==> src/rtl/core/gfgc_pkg.sv <==
package gfgc_pkg;

   // Finger pairs across the hand; slots are left half then right half
   localparam int PAIRS = 10;
   localparam int SLOTS = 2 * PAIRS;

   localparam int COORD_W  = 24;
   localparam int WIDTH_W  = 16;
   localparam int DIAM_W   = 17;
   localparam int STEP_W   = 16;
   localparam int DEPTH_W  = 16;
   localparam int TARGET_W = 4;

   // Slot bounds reach (PAIRS-1)*step + 2*width, plus sign
   localparam int BOUND_W = 26;

   localparam int CSR_INDEX_W = 2;
   localparam int CSR_DATA_W  = 17;

   localparam logic [CSR_INDEX_W-1:0] CSR_FINGER_WIDTH  = 2'd0;
   localparam logic [CSR_INDEX_W-1:0] CSR_OUTER_DIAM    = 2'd1;
   localparam logic [CSR_INDEX_W-1:0] CSR_SLOT_STEP     = 2'd2;
   localparam logic [CSR_INDEX_W-1:0] CSR_HAND_DEPTH    = 2'd3;

   localparam logic [WIDTH_W-1:0] RESET_FINGER_WIDTH = 16'd655;
   localparam logic [DIAM_W-1:0]  RESET_OUTER_DIAM   = 17'd6881;
   localparam logic [STEP_W-1:0]  RESET_SLOT_STEP    = 16'd692;
   localparam logic [DEPTH_W-1:0] RESET_HAND_DEPTH   = 16'd3932;

   localparam int QUEUE_DEPTH = 4;
   localparam int QUEUE_PTR_W = 2;
   localparam int QUEUE_CNT_W = 3;

   // One classified point as it travels from the front to the back
   typedef struct packed {
      logic signed [COORD_W-1:0] x;
      logic                      cropped;
      logic                      collide;
      logic                      select_all;
      logic [TARGET_W-1:0]       target_pair;
      logic                      last_point;
   } point_type;

   // Slot windows, each open on both ends
   typedef struct packed {
      logic signed [BOUND_W-1:0] lo;
      logic signed [BOUND_W-1:0] hi;
   } window_type;

   typedef window_type [SLOTS-1:0] window_set_type;

endpackage

==> src/rtl/core/gfgc_slots.sv <==
module gfgc_slots
   import gfgc_pkg::*;
(
   input  logic                   clock,
   input  logic                   reset,
   input  logic                   csr_valid,
   input  logic [CSR_INDEX_W-1:0] csr_index,
   input  logic [CSR_DATA_W-1:0]  csr_data,
   output logic [DEPTH_W-1:0]     base_depth,
   output window_set_type         windows
);

   logic [WIDTH_W-1:0] width_ff, width_in;
   logic [DIAM_W-1:0]  diam_ff, diam_in;
   logic [STEP_W-1:0]  step_ff, step_in;
   logic [DEPTH_W-1:0] depth_ff, depth_in;

   logic signed [BOUND_W-1:0] right_ff [PAIRS];
   logic signed [BOUND_W-1:0] width_ext_ff;
   logic signed [BOUND_W-1:0] left_off_ff;
   logic signed [BOUND_W-1:0] left_off_hi_ff;
   window_set_type            windows_ff;

   always_comb begin
      width_in = width_ff;
      diam_in  = diam_ff;
      step_in  = step_ff;
      depth_in = depth_ff;
      if (csr_valid) begin
         unique case (csr_index)
            CSR_FINGER_WIDTH: width_in = csr_data[WIDTH_W-1:0];
            CSR_OUTER_DIAM:   diam_in  = csr_data[DIAM_W-1:0];
            CSR_SLOT_STEP:    step_in  = csr_data[STEP_W-1:0];
            CSR_HAND_DEPTH:   depth_in = csr_data[DEPTH_W-1:0];
            default: ;
         endcase
      end
   end

   always_ff @(posedge clock) begin
      if (reset) begin
         width_ff <= RESET_FINGER_WIDTH;
         diam_ff  <= RESET_OUTER_DIAM;
         step_ff  <= RESET_SLOT_STEP;
         depth_ff <= RESET_HAND_DEPTH;
      end else begin
         width_ff <= width_in;
         diam_ff  <= diam_in;
         step_ff  <= step_in;
         depth_ff <= depth_in;
      end
   end

   // First stage: the extended finger width and the left-slot offsets
   always_ff @(posedge clock) begin
      width_ext_ff   <= $signed(BOUND_W'(width_ff));
      left_off_ff    <= $signed(BOUND_W'(width_ff)) - $signed(BOUND_W'(diam_ff));
      left_off_hi_ff <= $signed(BOUND_W'({width_ff, 1'b0})) - $signed(BOUND_W'(diam_ff));
   end

   // Right starts in the first stage, then the bounds in the second (an add for all but right lo)
   always_ff @(posedge clock) begin
      for (int k = 0; k < PAIRS; k++) begin
         right_ff[k]              <= $signed(BOUND_W'(k) * BOUND_W'(step_ff));
         windows_ff[k].lo         <= right_ff[k] + left_off_ff;
         windows_ff[k].hi         <= right_ff[k] + left_off_hi_ff;
         windows_ff[PAIRS + k].lo <= right_ff[k];
         windows_ff[PAIRS + k].hi <= right_ff[k] + width_ext_ff;
      end
   end

   assign base_depth = depth_ff;
   assign windows    = windows_ff;

endmodule

==> src/rtl/core/gfgc_front.sv <==
module gfgc_front
   import gfgc_pkg::*;
(
   input  logic                      clock,
   input  logic                      reset,
   input  logic                      req_push,
   output logic                      req_full,
   input  logic signed [COORD_W-1:0] req_point_x,
   input  logic signed [COORD_W-1:0] req_point_y,
   input  logic signed [COORD_W-1:0] req_bite,
   input  logic                      req_select_all,
   input  logic [TARGET_W-1:0]       req_target_pair,
   input  logic                      req_last_point,
   input  logic [DEPTH_W-1:0]        base_depth,
   input  logic                      queue_full,
   output logic                      queue_push,
   output point_type                 queue_entry
);

   logic      valid_ff, valid_in;
   point_type entry_ff;
   logic      accept;

   logic signed [BOUND_W-1:0] y_ext;
   logic signed [BOUND_W-1:0] bite_ext;
   logic signed [BOUND_W-1:0] base_line;
   logic                      cropped;

   assign y_ext     = BOUND_W'(req_point_y);
   assign bite_ext  = BOUND_W'(req_bite);
   assign base_line = bite_ext - $signed(BOUND_W'(base_depth));
   assign cropped   = req_point_y < req_bite;

   assign req_full   = valid_ff && queue_full;
   assign accept     = req_push && !req_full;
   assign queue_push = valid_ff && !queue_full;

   always_comb begin
      valid_in = valid_ff;
      if (accept) begin
         valid_in = 1'b1;
      end else if (queue_push) begin
         valid_in = 1'b0;
      end
   end

   always_ff @(posedge clock) begin
      if (reset) begin
         valid_ff <= 1'b0;
      end else begin
         valid_ff <= valid_in;
      end
   end

   // Classify on the way in: cropped and below-base flags
   always_ff @(posedge clock) begin
      if (accept) begin
         entry_ff.x           <= req_point_x;
         entry_ff.cropped     <= cropped;
         entry_ff.collide     <= cropped && (y_ext < base_line);
         entry_ff.select_all  <= req_select_all;
         entry_ff.target_pair <= req_target_pair;
         entry_ff.last_point  <= req_last_point;
      end
   end

   assign queue_entry = entry_ff;

endmodule

==> src/rtl/core/gfgc_queue.sv <==
module gfgc_queue
   import gfgc_pkg::*;
(
   input  logic      clock,
   input  logic      reset,
   input  logic      push,
   input  point_type push_entry,
   output logic      full,
   input  logic      pop,
   output logic      head_valid,
   output point_type head_entry
);

   point_type              slot_ff [QUEUE_DEPTH];
   logic [QUEUE_PTR_W-1:0] wr_ptr_ff, rd_ptr_ff;
   logic [QUEUE_CNT_W-1:0] count_ff, count_in;
   logic                   do_push, do_pop;

   assign full       = count_ff == QUEUE_CNT_W'(QUEUE_DEPTH);
   assign head_valid = count_ff != '0;
   assign head_entry = slot_ff[rd_ptr_ff];
   assign do_push    = push && !full;
   assign do_pop     = pop && head_valid;

   always_comb begin
      count_in = count_ff;
      if (do_push && !do_pop) begin
         count_in = count_ff + 1'b1;
      end else if (do_pop && !do_push) begin
         count_in = count_ff - 1'b1;
      end
   end

   always_ff @(posedge clock) begin
      if (reset) begin
         wr_ptr_ff <= '0;
         rd_ptr_ff <= '0;
         count_ff  <= '0;
      end else begin
         if (do_push) begin
            wr_ptr_ff <= wr_ptr_ff + 1'b1;
         end
         if (do_pop) begin
            rd_ptr_ff <= rd_ptr_ff + 1'b1;
         end
         count_ff <= count_in;
      end
   end

   always_ff @(posedge clock) begin
      if (do_push) begin
         slot_ff[wr_ptr_ff] <= push_entry;
      end
   end

endmodule

==> src/rtl/core/gfgc_back.sv <==
module gfgc_back
   import gfgc_pkg::*;
(
   input  logic                clock,
   input  logic                reset,
   input  logic                head_valid,
   input  point_type           head_entry,
   output logic                queue_pop,
   input  window_set_type      windows,
   output logic                rsp_empty,
   input  logic                rsp_pop,
   output logic [SLOTS-1:0]    rsp_finger_free,
   output logic [PAIRS-1:0]    rsp_hand_ok,
   output logic                rsp_collided,
   output logic                rsp_none_cropped
);

   logic [SLOTS-1:0] occupied_ff, occupied_in;
   logic             collision_ff, collision_in;
   logic             cropped_ff, cropped_in;

   logic             rsp_valid_ff;
   logic [SLOTS-1:0] free_ff;
   logic [PAIRS-1:0] hand_ff;
   logic             collided_ff;
   logic             none_cropped_ff;

   logic                      out_room;
   logic                      finish;
   logic signed [BOUND_W-1:0] x_ext;
   logic [SLOTS-1:0]          hits;
   logic [SLOTS-1:0]          select_mask;
   logic [SLOTS-1:0]          free_mask;
   logic [PAIRS-1:0]          hand_mask;

   assign out_room  = !rsp_valid_ff || rsp_pop;
   assign queue_pop = head_valid && (!head_entry.last_point || out_room);
   assign finish    = queue_pop && head_entry.last_point;
   assign x_ext     = BOUND_W'(head_entry.x);

   // All slot windows tested at once
   for (genvar s = 0; s < SLOTS; s++) begin : g_slot
      assign hits[s] = head_entry.cropped && (x_ext > windows[s].lo) &&
                       (x_ext < windows[s].hi);
   end

   for (genvar k = 0; k < PAIRS; k++) begin : g_sel
      assign select_mask[k] = head_entry.select_all ||
                              (32'(head_entry.target_pair) == k);
      assign select_mask[PAIRS + k] = select_mask[k];
   end

   assign occupied_in  = occupied_ff | hits;
   assign collision_in = collision_ff | head_entry.collide;
   assign cropped_in   = cropped_ff | head_entry.cropped;

   always_comb begin
      free_mask = '0;
      if (!collision_in && cropped_in) begin
         free_mask = ~occupied_in & select_mask;
      end
      hand_mask = free_mask[PAIRS-1:0] & free_mask[SLOTS-1:PAIRS];
   end

   always_ff @(posedge clock) begin
      if (reset) begin
         occupied_ff  <= '0;
         collision_ff <= 1'b0;
         cropped_ff   <= 1'b0;
         rsp_valid_ff <= 1'b0;
      end else begin
         if (finish) begin
            occupied_ff  <= '0;
            collision_ff <= 1'b0;
            cropped_ff   <= 1'b0;
         end else if (queue_pop) begin
            occupied_ff  <= occupied_in;
            collision_ff <= collision_in;
            cropped_ff   <= cropped_in;
         end
         if (finish) begin
            rsp_valid_ff <= 1'b1;
         end else if (rsp_pop) begin
            rsp_valid_ff <= 1'b0;
         end
      end
   end

   always_ff @(posedge clock) begin
      if (finish) begin
         free_ff         <= free_mask;
         hand_ff         <= hand_mask;
         collided_ff     <= collision_in;
         none_cropped_ff <= !cropped_in;
      end
   end

   assign rsp_empty        = !rsp_valid_ff;
   assign rsp_finger_free  = free_ff;
   assign rsp_hand_ok      = hand_ff;
   assign rsp_collided     = collided_ff;
   assign rsp_none_cropped = none_cropped_ff;

endmodule

==> src/rtl/core/gripper_finger_gap_check.sv <==
// Gripper finger gap check: streams the points of one batch and reports free finger slots.
//
// Input channel: one point per item on req_*; an item is taken on a clock edge with
// req_push high and req_full low. Mark the final point of a batch with req_last_point.
// Result channel: one item per batch, on rsp_*, valid while rsp_empty is low and taken
// on an edge with rsp_pop high. Points that are not last give no result.
// Configuration: csr_valid/csr_ready with csr_index (0 finger width, 1 outer diameter,
// 2 slot step, 3 hand depth) and csr_data. csr_ready is always high. Write only while
// idle; the hand depth applies to points pushed after the write, while the slot windows
// follow it through the configuration, first-stage and window registers.
// Throughput: one point per cycle while no result waits unpopped; the 20 slot windows are
// compared in parallel by the back end, so nothing iterates per point.
// Path: the last point passes the front register, then the four-entry point queue,
// and its result is then held in the back end's result register.
// Stalls: while a result waits unpopped, the back end holds the next last point at the
// queue head and everything behind it waits; points ahead of it still drain, and
// req_full rises only once the queue and the front register are both full.
// Reset: clears the batch state, the queue and the result; configuration returns to
// its defaults (655, 6881, 692, 3932).
module gripper_finger_gap_check
   import gfgc_pkg::*;
(
   input  logic                      clock,
   input  logic                      reset,

   input  logic                      req_push,
   output logic                      req_full,
   input  logic signed [COORD_W-1:0] req_point_x,
   input  logic signed [COORD_W-1:0] req_point_y,
   input  logic signed [COORD_W-1:0] req_bite,
   input  logic                      req_select_all,
   input  logic [TARGET_W-1:0]       req_target_pair,
   input  logic                      req_last_point,

   output logic                      rsp_empty,
   input  logic                      rsp_pop,
   output logic [SLOTS-1:0]          rsp_finger_free,
   output logic [PAIRS-1:0]          rsp_hand_ok,
   output logic                      rsp_collided,
   output logic                      rsp_none_cropped,

   input  logic                      csr_valid,
   output logic                      csr_ready,
   input  logic [CSR_INDEX_W-1:0]    csr_index,
   input  logic [CSR_DATA_W-1:0]     csr_data
);

   logic [DEPTH_W-1:0] base_depth;
   window_set_type     windows;

   logic      queue_full;
   logic      queue_push;
   point_type queue_entry;
   logic      head_valid;
   point_type head_entry;
   logic      queue_pop;

   // Configuration is never back-pressured
   assign csr_ready = 1'b1;

   // Hold the configuration and derive the slot windows from it
   gfgc_slots u_slots (
      .clock      (clock),
      .reset      (reset),
      .csr_valid  (csr_valid),
      .csr_index  (csr_index),
      .csr_data   (csr_data),
      .base_depth (base_depth),
      .windows    (windows)
   );

   // Take points and flag cropped and below-base ones
   gfgc_front u_front (
      .clock           (clock),
      .reset           (reset),
      .req_push        (req_push),
      .req_full        (req_full),
      .req_point_x     (req_point_x),
      .req_point_y     (req_point_y),
      .req_bite        (req_bite),
      .req_select_all  (req_select_all),
      .req_target_pair (req_target_pair),
      .req_last_point  (req_last_point),
      .base_depth      (base_depth),
      .queue_full      (queue_full),
      .queue_push      (queue_push),
      .queue_entry     (queue_entry)
   );

   // Decouple the front from the back so each may stall on its own
   gfgc_queue u_queue (
      .clock      (clock),
      .reset      (reset),
      .push       (queue_push),
      .push_entry (queue_entry),
      .full       (queue_full),
      .pop        (queue_pop),
      .head_valid (head_valid),
      .head_entry (head_entry)
   );

   // Accumulate slot occupancy and emit the batch result
   gfgc_back u_back (
      .clock            (clock),
      .reset            (reset),
      .head_valid       (head_valid),
      .head_entry       (head_entry),
      .queue_pop        (queue_pop),
      .windows          (windows),
      .rsp_empty        (rsp_empty),
      .rsp_pop          (rsp_pop),
      .rsp_finger_free  (rsp_finger_free),
      .rsp_hand_ok      (rsp_hand_ok),
      .rsp_collided     (rsp_collided),
      .rsp_none_cropped (rsp_none_cropped)
   );

endmodule
==> config.mk <==
export PLATFORM = sky130hd
export DESIGN_NAME = gripper_finger_gap_check
export DESIGN_NICKNAME = d
export VERILOG_FILES = /design/src/rtl/core/gfgc_pkg.sv /design/src/rtl/core/gfgc_slots.sv /design/src/rtl/core/gfgc_front.sv /design/src/rtl/core/gfgc_queue.sv /design/src/rtl/core/gfgc_back.sv /design/src/rtl/core/gripper_finger_gap_check.sv
export SDC_FILE = /design/constraint.sdc
export NUM_CORES = 2
export LEC_CHECK = 0
export BUFFER_PORTS_ARGS = -buffer_cell sky130_fd_sc_hd__buf_2
export CAP_MARGIN = 5
export CORE_AREA = 2 2 392 394
export CTS_BUF_LIST = sky130_fd_sc_hd__clkbuf_8 sky130_fd_sc_hd__clkbuf_16
export CTS_CLUSTER_SIZE = 20
export DETAILED_ROUTE_END_ITERATION = 10
export DIE_AREA = 0 0 394 396
export GPL_ROUTABILITY_DRIVEN = 0
export PLACE_DENSITY_LB_ADDON = 0.25
export SLEW_MARGIN = 25
export SYNTH_ARGS = -nofsm -noshare
export SYNTH_HDL_FRONTEND = slang
export SYNTH_SLANG_ARGS = --single-unit
export TNS_END_PERCENT = 100
==> constraint.sdc <==
create_clock -name clock -period 5.9 [get_ports clock]
set_clock_uncertainty 0.15 [all_clocks]
set_input_delay 0.59 -clock clock [delete_from_list [all_inputs] [get_ports clock]]
set_output_delay 0.59 -clock clock [all_outputs]
set_load 0.01 [all_outputs]
==> qor.csv <==
metric;value;unit
Worst VDD drop;0.277;mV
Crit Path Class;flop to flop;
RSZ-0062 raised after global routing;false;
vias per cell;5.88;
Clock Pin Slew Worst Setup and Hold Paths;60;ps
root buf cell;clkbuf_16;
Layout fillers;13318;
min-delay src;csr_data[16];
violations in the final reports;DRC;
power per cell area;458;mW/mm^2
number of enable flip-flop cells after synthesis;192;
flip-flop and latch count after synthesis;1156;
Least-Margin Pin Slew;1140;ps
Total Neg Setup Slack;0;ps
die area;0.156;mm^2
Core Rows;143;
most frequent cells in the layout;1421 x ha_1, 1036 x inv_1, 957 x dfxtp_1;
Seq/Total Area, Yosys;33.2;%
clock sink count;1156;
crit path DAT;5550;ps
initial antenna violation count;13;
mean post-synth cell area;9.33;um^2
Netlist Area Pre-Place;0.0756;mm^2
Detailed Place HPWL;185000;um
async set or reset register ratio after synthesis;0;%
fin crit share;86.0;%
largest net degree at the start of global routing;53;
PortBufs;135;
Worst setup EP type;flop;
Die Wd;394;um
CTS tree;done;
Lkg Pwr;41.4;nW
Vias;62540;
Core ar.;0.152;mm^2
cell count after synthesis;8101;
post-route antenna net violation count;0;
first-pass GRT wire length;364000;um
final hold viol count;0;
slew margin rel.;23.6;%
placed cells;10344;
share of the synthesized area in the top cell type;25.5;%
crit path time final;5070;ps
worst skew pair latency;780;ps
1st-pass router iterations;10;
area delta synth->final;12.1;%
CP required;6380;ps
top_reg_cell synth;dfxtp_1;
layout net count;10061;
Non-Filler Instances;10640;
final WL;244000;um
footprint of the multi-input gates;0.0464;mm^2
gr ovfl total;0;
maxcap violations;0;
worst-path maximum fanout;16;
fmax;197;MHz
die height;396;um
Syn Nets;9665;
leading area contributor after synthesis;dfxtp_1;
ranking of synthesized cells by area;dfxtp_1 26%, ha_1 24%, edfxtp_1 7.6%, inv_1 5.0%, xnor2_1 4.8%;
DRC;2;
CTS Buf Count;133;
I/O Pins;137;
GRT Total Usage;30.7;%
wire per inst;22.9;um
Initial Util;49.9;%
commonest non-fill, non-tap cell in the layout;ha_1;
CTS HTree Levels;4;
Final Setup Violations;0;
post-CTS setup buffer count;0;
CP startpoint kind;flop;
Slew Limit Fails;0;
Resized Gates After CTS;0;
CTS Buffer Depth;3;
Unique masters post-synth;101;
final core occ;55.9;%
fraction of layout cells with a size suffix above 1;7.42;%
initial drt markers;5190;
Synth Warn #;0;
status;finished, violations left;
Reg area;0.0251;mm^2
vias in the first global route;60843;
min-delay worst type;primary input to flop;
[layer usage]
layer | GRT usage [%] | up-vias | wire (um) | part of all wire, %
li1 | - | 29941 | - | -
met1 | 40.0 | 29727 | 104000 | 43
met2 | 48.4 | 2270 | 106000 | 43
met3 | 4.74 | 596 | 17900 | 7.4
met4 | 17.4 | 6 | 15300 | 6.3
met5 | 0 | - | 50 | 0.021
[stage by stage]
step                      instance area, um^2  setup WS (ps)  hold WS (ps)  power (W)
after global routing                    84700            675           102     0.0415
after floorplan                         75600           1730           187     0.0238
after detailed placement                79700            863           234     0.0299
after CTS                               84700            873          69.3     0.0386
after global placement                  79700            728           235     0.0292
final                                   84700            828           108     0.0389
[worst max-delay path, cell delays in order, from the launching register on]
cell,delay (ps)
dfxtp_1,840
buf_4,300
mux4_2,910
buf_4,460
ha_1,170
nand4_1,130
nor4_1,500
nand4_1,340
o211ai_1,280
nor2_1,70
mux2i_1,360
o21a_1,210
nor3b_2,170
[cell families (layout without fill, tap and decap cells)]
group | Yosys count | count (layout) | synth area share [%]
other cells | 1 | 9 | 0.00496
fa+ha+maj | 1462 | 1462 | 24.6
buf+inv | 1076 | 1577 | 5.40
xor+xnor | 498 | 498 | 5.77
compound gates | 2045 | 2045 | 17.8
flops | 1156 | 1156 | 33.2
simple gates | 1820 | 1820 | 12.1
mux | 43 | 43 | 1.10
[synthesized netlist by cell type, drive strengths merged (69+ instances only)]
library cell,count
ha,1421
inv,1005
dfxtp,964
a21oi,604
nor2,460
xnor2,411
a21o,358
nand2,357
o21ai,317
edfxtp,192
nor3,172
nand4,156
nand3,151
o21a,125
nor2b,121
a211oi,92
xor2,87
nand2b,78
a31oi,70
o211ai,69
[where the power goes]
group / switching, W / internal [W] / leakage (nW)
sequential: 0.00103 / 0.0101 / 9.81
clock: 0.00356 / 0.00497 / 2.33
combinational: 0.0114 / 0.00775 / 29.3
[layout make-up]
type                            count  share of cell area (%)
Clock buffer                      161                    4.41
Sequential cell                  1156                    29.6
Inverter                         1006                    4.46
Clock inverter                     79                   0.917
Antenna cell                        8                  0.0236
Timing Repair Buffer              331                    2.80
Multi-Input combinational cell   5869                    54.8
Tap cell                         2030                    3.00
[repair_timing]
action	CTS	global route
setup endpoints to repair	0	0
endpoints found under the hold margin	96	0
hold buffers	48	0
[path summary, 6_finish.rpt]
kind	end	slack (ps)	cells past startpoint
setup / recovery	u_back.rsp_hand_ok[4]$_DFFE_PP_	830	12
hold / removal	u_slots.diam_ff[16]$_SDFFE_PP0P_	110	3
setup reg to reg	u_back.rsp_hand_ok[4]$_DFFE_PP_	830	12
hold reg to reg	u_slots.width_ext_ff[8]$_DFF_P_	240	0
[sequential cells by signal (all words and copies together), names as in the netlist, 2 cells and up, named ones only]
signal / flops
u_slots.windows: 730
u_slots.left_off_ff: 18
u_queue.rd_ptr_ff: 2
u_queue.slot_ff: 128
u_slots.left_off_hi_ff: 18
u_back.rsp_finger_free: 20
u_front.queue_entry: 32
u_slots.diam_ff: 17
u_queue.count_ff: 3
u_back.rsp_hand_ok: 10
u_slots.width_ext_ff: 16
u_slots.base_depth: 16
u_slots.right_ff: 84
u_back.occupied_ff: 20
u_queue.wr_ptr_ff: 2
u_slots.width_ff: 16
u_slots.step_ff: 16
Note: power is estimated with default switching activity, not from simulation.
